### src/sv/pau_pkg.sv
`timescale 1ns / 1ps
`default_nettype none
package pau_pkg;
	localparam int WORD_BITS_DEF = 32;
	localparam int OUT_BITS      = 32;
	localparam int FIFO_DEPTH    = 4;

	localparam logic [1:0] CMD_BEGIN  = 2'd0;
	localparam logic [1:0] CMD_VERTEX = 2'd1;
	localparam logic [1:0] CMD_END    = 2'd2;

	localparam logic [3:0] MODE_NONE   = 4'd0;
	localparam logic [3:0] MODE_POINTS = 4'd1;
	localparam logic [3:0] MODE_LINES  = 4'd2;
	localparam logic [3:0] MODE_LSTRIP = 4'd3;
	localparam logic [3:0] MODE_LOOP   = 4'd4;
	localparam logic [3:0] MODE_TRIS   = 4'd5;
	localparam logic [3:0] MODE_FAN    = 4'd6;
	localparam logic [3:0] MODE_TSTRIP = 4'd7;
	localparam logic [3:0] MODE_QUADS  = 4'd8;

	localparam logic [1:0] SHAPE_POINT = 2'd0;
	localparam logic [1:0] SHAPE_SEG   = 2'd1;
	localparam logic [1:0] SHAPE_TRI   = 2'd2;

	// Vertex source for one emitted vertex
	localparam logic [2:0] SRC_H0  = 3'd0;
	localparam logic [2:0] SRC_H1  = 3'd1;
	localparam logic [2:0] SRC_H2  = 3'd2;
	localparam logic [2:0] SRC_NEW = 3'd3;
	localparam logic [2:0] SRC_LF  = 3'd4;

	localparam int MAX_EMIT = 6;

	typedef struct packed {
		logic [2:0] src;
		logic [1:0] shape;
		logic [1:0] corner;
		logic       zero_uv;
		logic       col_lf;  // colour from loop-first vertex
		logic       last;
	} emit_t;

	// Emit plan handed from front to back: the emit count plus one entry per emit
	typedef struct packed {
		logic [2:0]               n_emit;
		emit_t [MAX_EMIT-1:0]     plan;
	} plan_t;
endpackage
`default_nettype wire

### src/sv/pau_front.sv
`timescale 1ns / 1ps
`default_nettype none
module pau_front import pau_pkg::*; (
	input  wire logic                 clk,
	input  wire logic                 arst_n,
	input  wire logic                 valid,
	output logic                      stall,
	input  wire logic [1:0]           cmd,
	input  wire logic [2:0]           prim_kind,
	input  wire logic                 quads_mode,
	// to queue
	output logic                      job_valid,
	input  wire logic                 job_full,
	output plan_t                     job_plan,
	output logic                      job_wr,       // store write enable
	output logic [1:0]                job_wr_slot,
	output logic                      job_wr_lf,
	output logic                      job_lf_cmp   // end of loop: compare needed
);
	logic [3:0] mode_q;
	logic [1:0] cnt_q;
	logic       up_q;
	logic       acc;
	plan_t      p;
	logic       wr, wlf, cmpe;
	logic [1:0] wslot;
	logic [3:0] mode_d;
	logic [1:0] cnt_d;
	logic       up_d;

	assign stall = job_full;
	assign acc   = valid && !job_full;

	function automatic emit_t em(logic [2:0] s, logic [1:0] sh, logic [1:0] c,
		logic z, logic lf, logic l);
		emit_t e;
		e.src = s; e.shape = sh; e.corner = c; e.zero_uv = z; e.col_lf = lf; e.last = l;
		return e;
	endfunction

	always_comb begin
		p = '0;
		wr = 1'b0; wlf = 1'b0; wslot = 2'd0; cmpe = 1'b0;
		mode_d = mode_q; cnt_d = cnt_q; up_d = up_q;
		case (cmd)
			CMD_BEGIN: begin
				mode_d = quads_mode ? MODE_QUADS : {1'b0, prim_kind};
				cnt_d = 2'd0; up_d = 1'b1;
			end
			CMD_END: begin
				if (mode_q == MODE_LOOP && cnt_q != 2'd0) begin
					cmpe = 1'b1;
					p.n_emit = 3'd2;
					p.plan[0] = em(SRC_H0, SHAPE_SEG, 2'd0, 1'b0, 1'b1, 1'b0);
					p.plan[1] = em(SRC_LF, SHAPE_SEG, 2'd1, 1'b0, 1'b1, 1'b1);
				end
				mode_d = MODE_NONE; cnt_d = 2'd0; up_d = 1'b1;
			end
			CMD_VERTEX: begin
				case (mode_q)
					MODE_POINTS: begin
						p.n_emit = 3'd1;
						p.plan[0] = em(SRC_NEW, SHAPE_POINT, 2'd0, 1'b0, 1'b0, 1'b1);
					end
					MODE_LINES, MODE_LSTRIP, MODE_LOOP: begin
						if (cnt_q == 2'd1) begin
							p.n_emit = 3'd2;
							p.plan[0] = em(SRC_H0, SHAPE_SEG, 2'd0, 1'b0, 1'b0, 1'b0);
							p.plan[1] = em(SRC_NEW, SHAPE_SEG, 2'd1, 1'b0, 1'b0, 1'b1);
							if (mode_q == MODE_LINES) cnt_d = 2'd0;
							else wr = 1'b1;
						end else begin
							wr = 1'b1; wlf = (mode_q == MODE_LOOP); cnt_d = 2'd1;
						end
					end
					MODE_TRIS, MODE_FAN, MODE_TSTRIP: begin
						if (cnt_q >= 2'd2) begin
							p.n_emit = 3'd3;
							p.plan[0] = em(SRC_H0, SHAPE_TRI, 2'd0, 1'b0, 1'b0, 1'b0);
							p.plan[1] = em(SRC_H1, SHAPE_TRI, 2'd1, 1'b0, 1'b0, 1'b0);
							p.plan[2] = em(SRC_NEW, SHAPE_TRI, 2'd2, 1'b0, 1'b0, 1'b1);
							if (mode_q == MODE_TRIS) cnt_d = 2'd0;
							else if (mode_q == MODE_FAN) begin
								wr = 1'b1; wslot = 2'd1;
							end else begin
								wr = 1'b1; wslot = up_q ? 2'd0 : 2'd1; up_d = !up_q;
							end
						end else begin
							wr = 1'b1; wslot = cnt_q; cnt_d = cnt_q + 2'd1;
						end
					end
					MODE_QUADS: begin
						if (cnt_q == 2'd3) begin
							p.n_emit = 3'd6;
							p.plan[0] = em(SRC_H0, SHAPE_TRI, 2'd0, 1'b0, 1'b0, 1'b0);
							p.plan[1] = em(SRC_H1, SHAPE_TRI, 2'd1, 1'b0, 1'b0, 1'b0);
							p.plan[2] = em(SRC_H2, SHAPE_TRI, 2'd2, 1'b0, 1'b0, 1'b0);
							p.plan[3] = em(SRC_H0, SHAPE_TRI, 2'd0, 1'b1, 1'b0, 1'b0);
							p.plan[4] = em(SRC_H2, SHAPE_TRI, 2'd1, 1'b1, 1'b0, 1'b0);
							p.plan[5] = em(SRC_NEW, SHAPE_TRI, 2'd2, 1'b0, 1'b0, 1'b1);
							cnt_d = 2'd0;
						end else begin
							wr = 1'b1; wslot = cnt_q; cnt_d = cnt_q + 2'd1;
						end
					end
					default: ;
				endcase
			end
			default: ;
		endcase
	end

	// Only items with work go to the back
	assign job_valid   = acc && (p.n_emit != 3'd0 || wr || cmpe);
	assign job_plan    = p;
	assign job_wr      = wr;
	assign job_wr_slot = wslot;
	assign job_wr_lf   = wlf;
	assign job_lf_cmp  = cmpe;

	always_ff @(posedge clk or negedge arst_n) begin
		if (!arst_n) begin
			mode_q <= MODE_NONE; cnt_q <= 2'd0; up_q <= 1'b1;
		end else if (acc) begin
			mode_q <= mode_d; cnt_q <= cnt_d; up_q <= up_d;
		end
	end
endmodule
`default_nettype wire

### src/sv/pau_back.sv
`timescale 1ns / 1ps
`default_nettype none
module pau_back import pau_pkg::*; #(
	parameter int WORD_BITS = WORD_BITS_DEF
) (
	input  wire logic                 clk,
	input  wire logic                 arst_n,
	input  wire logic                 job_valid,
	output logic                      job_take,
	input  wire plan_t                job_plan,
	input  wire logic                 job_wr,
	input  wire logic [1:0]           job_wr_slot,
	input  wire logic                 job_wr_lf,
	input  wire logic                 job_lf_cmp,
	input  wire logic [WORD_BITS-1:0] job_v [6],
	output logic                      valid,
	input  wire logic                 stall,
	output logic [1:0]                shape_kind,
	output logic [1:0]                corner,
	output logic [OUT_BITS-1:0]       out_w [6],
	output logic                      last
);
	logic [WORD_BITS-1:0] held_q [3][6];
	logic [WORD_BITS-1:0] lf_q [6];
	logic [2:0]           idx_q;
	logic [2:0]           n_eff;
	logic                 same;
	logic                 load;
	emit_t                e;
	logic [WORD_BITS-1:0] sv [6];
	logic [WORD_BITS-1:0] cw;

	assign load = !valid || !stall;
	assign same = (held_q[0][0] == lf_q[0]) && (held_q[0][1] == lf_q[1]) &&
		(held_q[0][2] == lf_q[2]);
	assign n_eff = (job_lf_cmp && same) ? 3'd0 : job_plan.n_emit;
	assign e = job_plan.plan[idx_q];

	always_comb begin
		for (int i = 0; i < 6; i++) begin
			case (e.src)
				SRC_H0:  sv[i] = held_q[0][i];
				SRC_H1:  sv[i] = held_q[1][i];
				SRC_H2:  sv[i] = held_q[2][i];
				SRC_LF:  sv[i] = lf_q[i];
				default: sv[i] = job_v[i];
			endcase
		end
		// segments carry the colour of the vertex that completes them
		cw = e.col_lf ? lf_q[5] : ((e.shape == SHAPE_SEG) ? job_v[5] : sv[5]);
	end

	// Item retires on its last emit, or at once when it emits nothing
	assign job_take = job_valid && ((n_eff == 3'd0) ||
		(load && idx_q == n_eff - 3'd1));

	always_ff @(posedge clk or negedge arst_n) begin
		if (!arst_n) begin
			valid <= 1'b0; idx_q <= 3'd0;
		end else begin
			if (load) valid <= job_valid && n_eff != 3'd0;
			if (job_take) idx_q <= 3'd0;
			else if (job_valid && load) idx_q <= idx_q + 3'd1;
		end
	end

	always_ff @(posedge clk) begin
		if (load && job_valid && n_eff != 3'd0) begin
			shape_kind <= e.shape;
			corner     <= e.corner;
			last       <= e.last;
			for (int i = 0; i < 5; i++)
				out_w[i] <= (e.zero_uv && (i == 3 || i == 4)) ? '0 :
					OUT_BITS'(sv[i]);
			out_w[5] <= OUT_BITS'(cw);
		end
		if (job_take && job_wr) held_q[job_wr_slot] <= job_v;
		if (job_take && job_wr_lf) lf_q <= job_v;
	end
endmodule
`default_nettype wire

### src/sv/pau_queue.sv
`timescale 1ns / 1ps
`default_nettype none
module pau_queue import pau_pkg::*; #(
	parameter int W = 8,
	parameter int DEPTH = FIFO_DEPTH
) (
	input  wire logic         clk,
	input  wire logic         arst_n,
	input  wire logic         wr,
	input  wire logic [W-1:0] wdata,
	output logic              full,
	input  wire logic         rd,
	output logic              nonempty,
	output logic [W-1:0]      rdata
);
	localparam int AW = $clog2(DEPTH);
	logic [W-1:0] mem_q [DEPTH];
	logic [AW-1:0] wp_q, rp_q;
	logic [AW:0]   cnt_q;

	assign full = (cnt_q == (AW+1)'(DEPTH));
	assign nonempty = (cnt_q != '0);
	assign rdata = mem_q[rp_q];

	always_ff @(posedge clk or negedge arst_n) begin
		if (!arst_n) begin
			wp_q <= '0; rp_q <= '0; cnt_q <= '0;
		end else begin
			if (wr) wp_q <= (wp_q == AW'(DEPTH-1)) ? '0 : wp_q + 1'b1;
			if (rd) rp_q <= (rp_q == AW'(DEPTH-1)) ? '0 : rp_q + 1'b1;
			cnt_q <= cnt_q + (AW+1)'(wr) - (AW+1)'(rd);
		end
	end

	always_ff @(posedge clk) begin
		if (wr) mem_q[wp_q] <= wdata;
	end
endmodule
`default_nettype wire

### src/sv/primitive_assembler_unit.sv
// An accepted vertex passes through the queue and then the output register to its first result.
// The back end gives one result per cycle while out_stall is low; an item stays at the head
// of the queue until its last result is loaded, and an item that emits nothing retires at once.
// The front takes one request per cycle while the 4-entry queue has room.
// Reset: arst_n clears mode, counters, strip toggle, queue pointers and the output valid.
`timescale 1ns / 1ps
`default_nettype none
module primitive_assembler_unit import pau_pkg::*; #(
	parameter int WORD_BITS = WORD_BITS_DEF
) (
	input  wire logic                 clk,
	input  wire logic                 arst_n,
	input  wire logic                 in_valid,
	output logic                      in_stall,
	input  wire logic [1:0]           cmd,
	input  wire logic [2:0]           prim_kind,
	input  wire logic                 quads_mode,
	input  wire logic [WORD_BITS-1:0] pos_x,
	input  wire logic [WORD_BITS-1:0] pos_y,
	input  wire logic [WORD_BITS-1:0] pos_z,
	input  wire logic [WORD_BITS-1:0] tex_u,
	input  wire logic [WORD_BITS-1:0] tex_v,
	input  wire logic [WORD_BITS-1:0] rgba,
	output logic                      out_valid,
	input  wire logic                 out_stall,
	output logic [1:0]                shape_kind,
	output logic [1:0]                corner,
	output logic [OUT_BITS-1:0]       out_x,
	output logic [OUT_BITS-1:0]       out_y,
	output logic [OUT_BITS-1:0]       out_z,
	output logic [OUT_BITS-1:0]       out_u,
	output logic [OUT_BITS-1:0]       out_v,
	output logic [OUT_BITS-1:0]       out_rgba,
	output logic                      last
);
	// Queue entry: plan, store controls and the vertex words
	localparam int QW = $bits(plan_t) + 5 + 6 * WORD_BITS;

	logic [WORD_BITS-1:0] vin [6];
	logic [WORD_BITS-1:0] qv [6];
	logic [OUT_BITS-1:0]  ow [6];
	plan_t      f_plan, q_plan;
	logic       f_valid, q_full, f_wr, f_lf, f_cmp;
	logic [1:0] f_slot, q_slot;
	logic       q_ne, q_rd, q_wr, q_lf, q_cmp;
	logic [QW-1:0] q_in, q_out;

	assign vin[0] = pos_x; assign vin[1] = pos_y; assign vin[2] = pos_z;
	assign vin[3] = tex_u; assign vin[4] = tex_v; assign vin[5] = rgba;

	// Front: tracks mode and counters, builds the emit plan per request
	pau_front u_front (
		.clk, .arst_n, .valid(in_valid), .stall(in_stall), .cmd, .prim_kind,
		.quads_mode, .job_valid(f_valid), .job_full(q_full),
		.job_plan(f_plan), .job_wr(f_wr), .job_wr_slot(f_slot), .job_wr_lf(f_lf),
		.job_lf_cmp(f_cmp)
	);

	assign q_in = {f_plan, f_wr, f_slot, f_lf, f_cmp,
		vin[0], vin[1], vin[2], vin[3], vin[4], vin[5]};
	assign {q_plan, q_wr, q_slot, q_lf, q_cmp,
		qv[0], qv[1], qv[2], qv[3], qv[4], qv[5]} = q_out;

	pau_queue #(.W(QW), .DEPTH(FIFO_DEPTH)) u_queue (
		.clk, .arst_n, .wr(f_valid), .wdata(q_in), .full(q_full),
		.rd(q_rd), .nonempty(q_ne), .rdata(q_out)
	);

	// Back: holds vertex slots, plays out the plan one result per cycle while out_stall is low
	pau_back #(.WORD_BITS(WORD_BITS)) u_back (
		.clk, .arst_n, .job_valid(q_ne), .job_take(q_rd), .job_plan(q_plan),
		.job_wr(q_wr), .job_wr_slot(q_slot), .job_wr_lf(q_lf), .job_lf_cmp(q_cmp),
		.job_v(qv), .valid(out_valid), .stall(out_stall), .shape_kind, .corner,
		.out_w(ow), .last
	);

	assign out_x = ow[0]; assign out_y = ow[1]; assign out_z = ow[2];
	assign out_u = ow[3]; assign out_v = ow[4]; assign out_rgba = ow[5];
endmodule
`default_nettype wire

### config.mk
export PLATFORM = sky130hd
export DESIGN_NAME = primitive_assembler_unit
export DESIGN_NICKNAME = d
export VERILOG_FILES = /design/src/sv/pau_pkg.sv /design/src/sv/pau_front.sv /design/src/sv/pau_back.sv /design/src/sv/pau_queue.sv /design/src/sv/primitive_assembler_unit.sv
export SDC_FILE = /design/constraint.sdc
export NUM_CORES = 2
export LEC_CHECK = 0
export ABC_AREA = 1
export BUFFER_PORTS_ARGS = -buffer_cell sky130_fd_sc_hd__buf_4
export CORE_MARGIN = 1
export CORE_UTILIZATION = 40
export DETAILED_ROUTE_END_ITERATION = 12
export PLACE_DENSITY = 0.62
export SYNTH_ARGS = -nofsm -noshare
export SYNTH_HDL_FRONTEND = slang
export SYNTH_SLANG_ARGS = --single-unit
### constraint.sdc
create_clock -name clk -period 11 [get_ports clk]
set_clock_uncertainty 0.1 [all_clocks]
set_input_delay 0.55 -clock clk [delete_from_list [all_inputs] [get_ports clk]]
set_output_delay 0.55 -clock clk [all_outputs]
set_load 0.01 [all_outputs]
==> results.toml <==
[run_status]
status = "completed"

[synth]
synth_area_um2 = 70100
synth_cell_types = 46
synth-async-reset-ratio_pct = 0.983
synthCells = 5127
synth.top_cell.area_share_pct = 77.6
synth_area_leaders = "edfxtp_1 (78%), nand2_1 (5.8%), nor2_1 (3.2%)"
synth_edf_count = 1813
synth_flop_cell = "edfxtp_1"
synth-seq-cells = 1831
yosysTopAreaCell = "edfxtp_1"
syn_nets = 5350
yosysWarnings = 0
yosysSeqAreaShare_pct = 78.3
avgSynthCellArea_um2 = 13.7

[worst_setup_path]
cp_data_arrival_time_ns = 6.86
slowest_delay_ns = 0.88
crit_family = "buffers and inverters"
cp-end-kind = "register"
slowest_stage = "inv_8"
crit_fanout = 121
cp-start-kind = "register"
cp_num_buf_inv = 5
crit_chain = "inv_8 > buf_4 > nand3_1 > and2_1 > nand4_1 > and2_1 > nand2_2 > inv_2 > nand3_2 > inv_8 > buf_4 > nand2_1 > nand4_1 > a21oi_1 > nor2_1"
crit_required_ns = 11.56
crit_type = "reg2reg"

[finish]
layout_commonest_cell = "edfxtp_1"
nNetsFinal = 5917
most-common-layout-cells = "edfxtp_1 (1813), nand2_1 (1089), nor2_1 (594), buf_4 (437), o21ai_0 (363)"
instances_no_fill = 8182
final_core_util_pct = 47.8
syn_to_final_growth_pct = 18.7
final_area_um2 = 83300
multi_input_area_um2 = 13700
fill_cells = 14900
regArea_um2 = 54900
drive_above_1_share_pct = 12.5

[cts]
htreeDepth = 4
cts-root-buf = "clkbuf_16"
numCtsBuffers = 186
clk_latency_ns = 0.83
path_clk_slew_ns = 0.07
cts_sinks = 1831
cts_tree = "built"
ctsLongestPathBuffers = 3
cts_resized = 0

[routing]
drc = 0
dr.pass1.iters = 6
via_per_inst = 5.28
postRouteAntennaNets = 0
wire_per_inst_um = 22.8
vias = 43200
drt_wl_total_um = 186000
initialDrtViolationCount = 3935

[placed_design]
dp_hpwl_um = 104000
placed_area_um2 = 75400
port_buffers = 400
place_inst = 7634
place_congestion = 0.792

[flow_run]
drv_cap = 0

[sta]
hold_viol_final = 0
rsz0062_at_grt = "no"
fin_hold_ws_ns = 0.111
relSlewSlack_pct = 18.7
worst_slew_pin_slew_ns = 1.22
maxSlewViolCount = 0
setup_viol = 0
layout_min_cycle_time_ns = 6.31
max_freq_ghz = 0.159
min_period_over_period_pct = 57.3

[grt]
track_usage_pct = 20.6
antenna_found_initial = 30
grt_use_met2_pct = 34.5
use_met1_pct = 27.0
grt_pass1_vias = 41000
met3_usage_pct = 2.92
grt_max_degree = 188
grt.busiest_layer = "met2"
grt-ovfl-total = 0
grt_pass1_wl_um = 271000

[power_and_ir_drop]
p_int_mw = 16.3
p_leak_nw = 28.7
vdd_ir_drop_max_mv = 0.592
clockPowerShare_pct = 22.8
switchingPower_mw = 10.3
p_comb_share_pct = 36.2
p_sw_share_pct = 38.8
p_per_area_nw_per_um2 = 319
seqPwrFrac_pct = 41.0
power.total_mw = 26.6

[die]
dieArea_um2 = 177000
ioPinCount = 401
die_y_um = 421
die_w_um = 421
start_util_pct = 40.3
core_area_um2 = 174000
row_count = 153

[hold_path]
min_path_type = "in2async"
==> logic make-up (layout without fill, tap and decap cells) <==
kind of cell	count (synthesis)	after routing	synth area share, %
compound gates	931	931	7.30
fa+ha+maj	21	21	0.385
xor+xnor	84	84	1.05
other cells	0	11	0
simple gates	1888	1888	10.7
buf+inv	372	1091	2.31
flops	1831	1831	78.3
==> routing by layer <==
layer,vias up,share of wire [%]
li1,19700,-
met1,21700,41
met2,1508,50
met3,320,5.4
met4,10,4.0
met5,-,0.039
==> cell type report <==
cell class	instances	area share, %
timing repair buffer	644	6.55
antenna	11	0.0331
sequential	1831	65.9
clock inverter	98	1.09
inverter	107	0.531
multi-input combinational	2924	16.5
clock buffer	242	5.88
tap	2325	3.49
==> metrics by stage <==
| step | setup TNS, ns | setup slack, ns |
|---|---|---|
| 2_1_floorplan | -306.72 | -0.532 |
| 3_3_place_gp | 0 | 4.81 |
| 3_5_place_dp | 0 | 4.65 |
| 4_1_cts | 0 | 4.64 |
| 5_1_grt | 0 | 4.36 |
| 6_report | 0 | 4.69 |
==> sequential cells by signal, summed over array words and instances (netlist names) <==
register	cells
u_back.last	1
u_back.shape_kind	2
u_queue.wp_q	2
u_front.cnt_q	2
u_back.held_q	576
u_queue.rp_q	2
u_back.lf_q	192
u_back.out_w	192
u_back.corner	2
u_front.up_q	1
u_queue.cnt_q	3
u_back.valid	1
u_front.mode_q	4
u_queue.mem_q	848
u_back.idx_q	3
==> Yosys cell counts (17+ instances only) <==
cell,count
nand2_1,1089
dfrtp_1,17
o22ai_1,168
clkbuf_1,138
a32oi_1,34
edfxtp_1,1813
nand4_1,94
inv_1,93
xor2_1,26
buf_4,21
o21ai_0,363
ha_1,20
buf_2,86
xnor2_1,58
nand3_1,80
nor2_1,603
a21oi_1,318
==> worst paths after layout <==
path,start,slack (ns),endpoint,cells after the start
worst max-delay path,u_queue.rp_q[1],4.69,u_back.out_w[78],15
worst min-delay path,arst_n,0.11,u_front.mode_q[1],2
worst max register to register,u_queue.rp_q[1],4.69,u_back.out_w[78],15
worst min register to register,u_back.held_q[2][111],0.43,u_back.out_w[111],2
max in group asynchronous,arst_n,10.40,u_front.up_q,2
min in group clk,out_stall,0.18,u_back.valid,3
==> power by group through the flow <==
stage / clock network [mW] / logic, mW / registers [mW]
after floorplan: 0 / 5.77 / 11.1
after global placement: 0 / 9.46 / 11.0
after detailed placement: 0 / 9.61 / 11.0
after CTS: 6.18 / 9.70 / 10.9
after global routing: 6.45 / 10.5 / 11.0
final: 6.07 / 9.62 / 10.9
==> what timing repair did <==
| item | CTS | global route |
|---|---|---|
| hold endpoints to repair | 790 | 0 |
| hold buffers | 197 | 0 |
| buffers inserted | 0 | 0 |
| endpoints found under the setup margin | 0 | 0 |
Power figures use the tool's default switching activity.
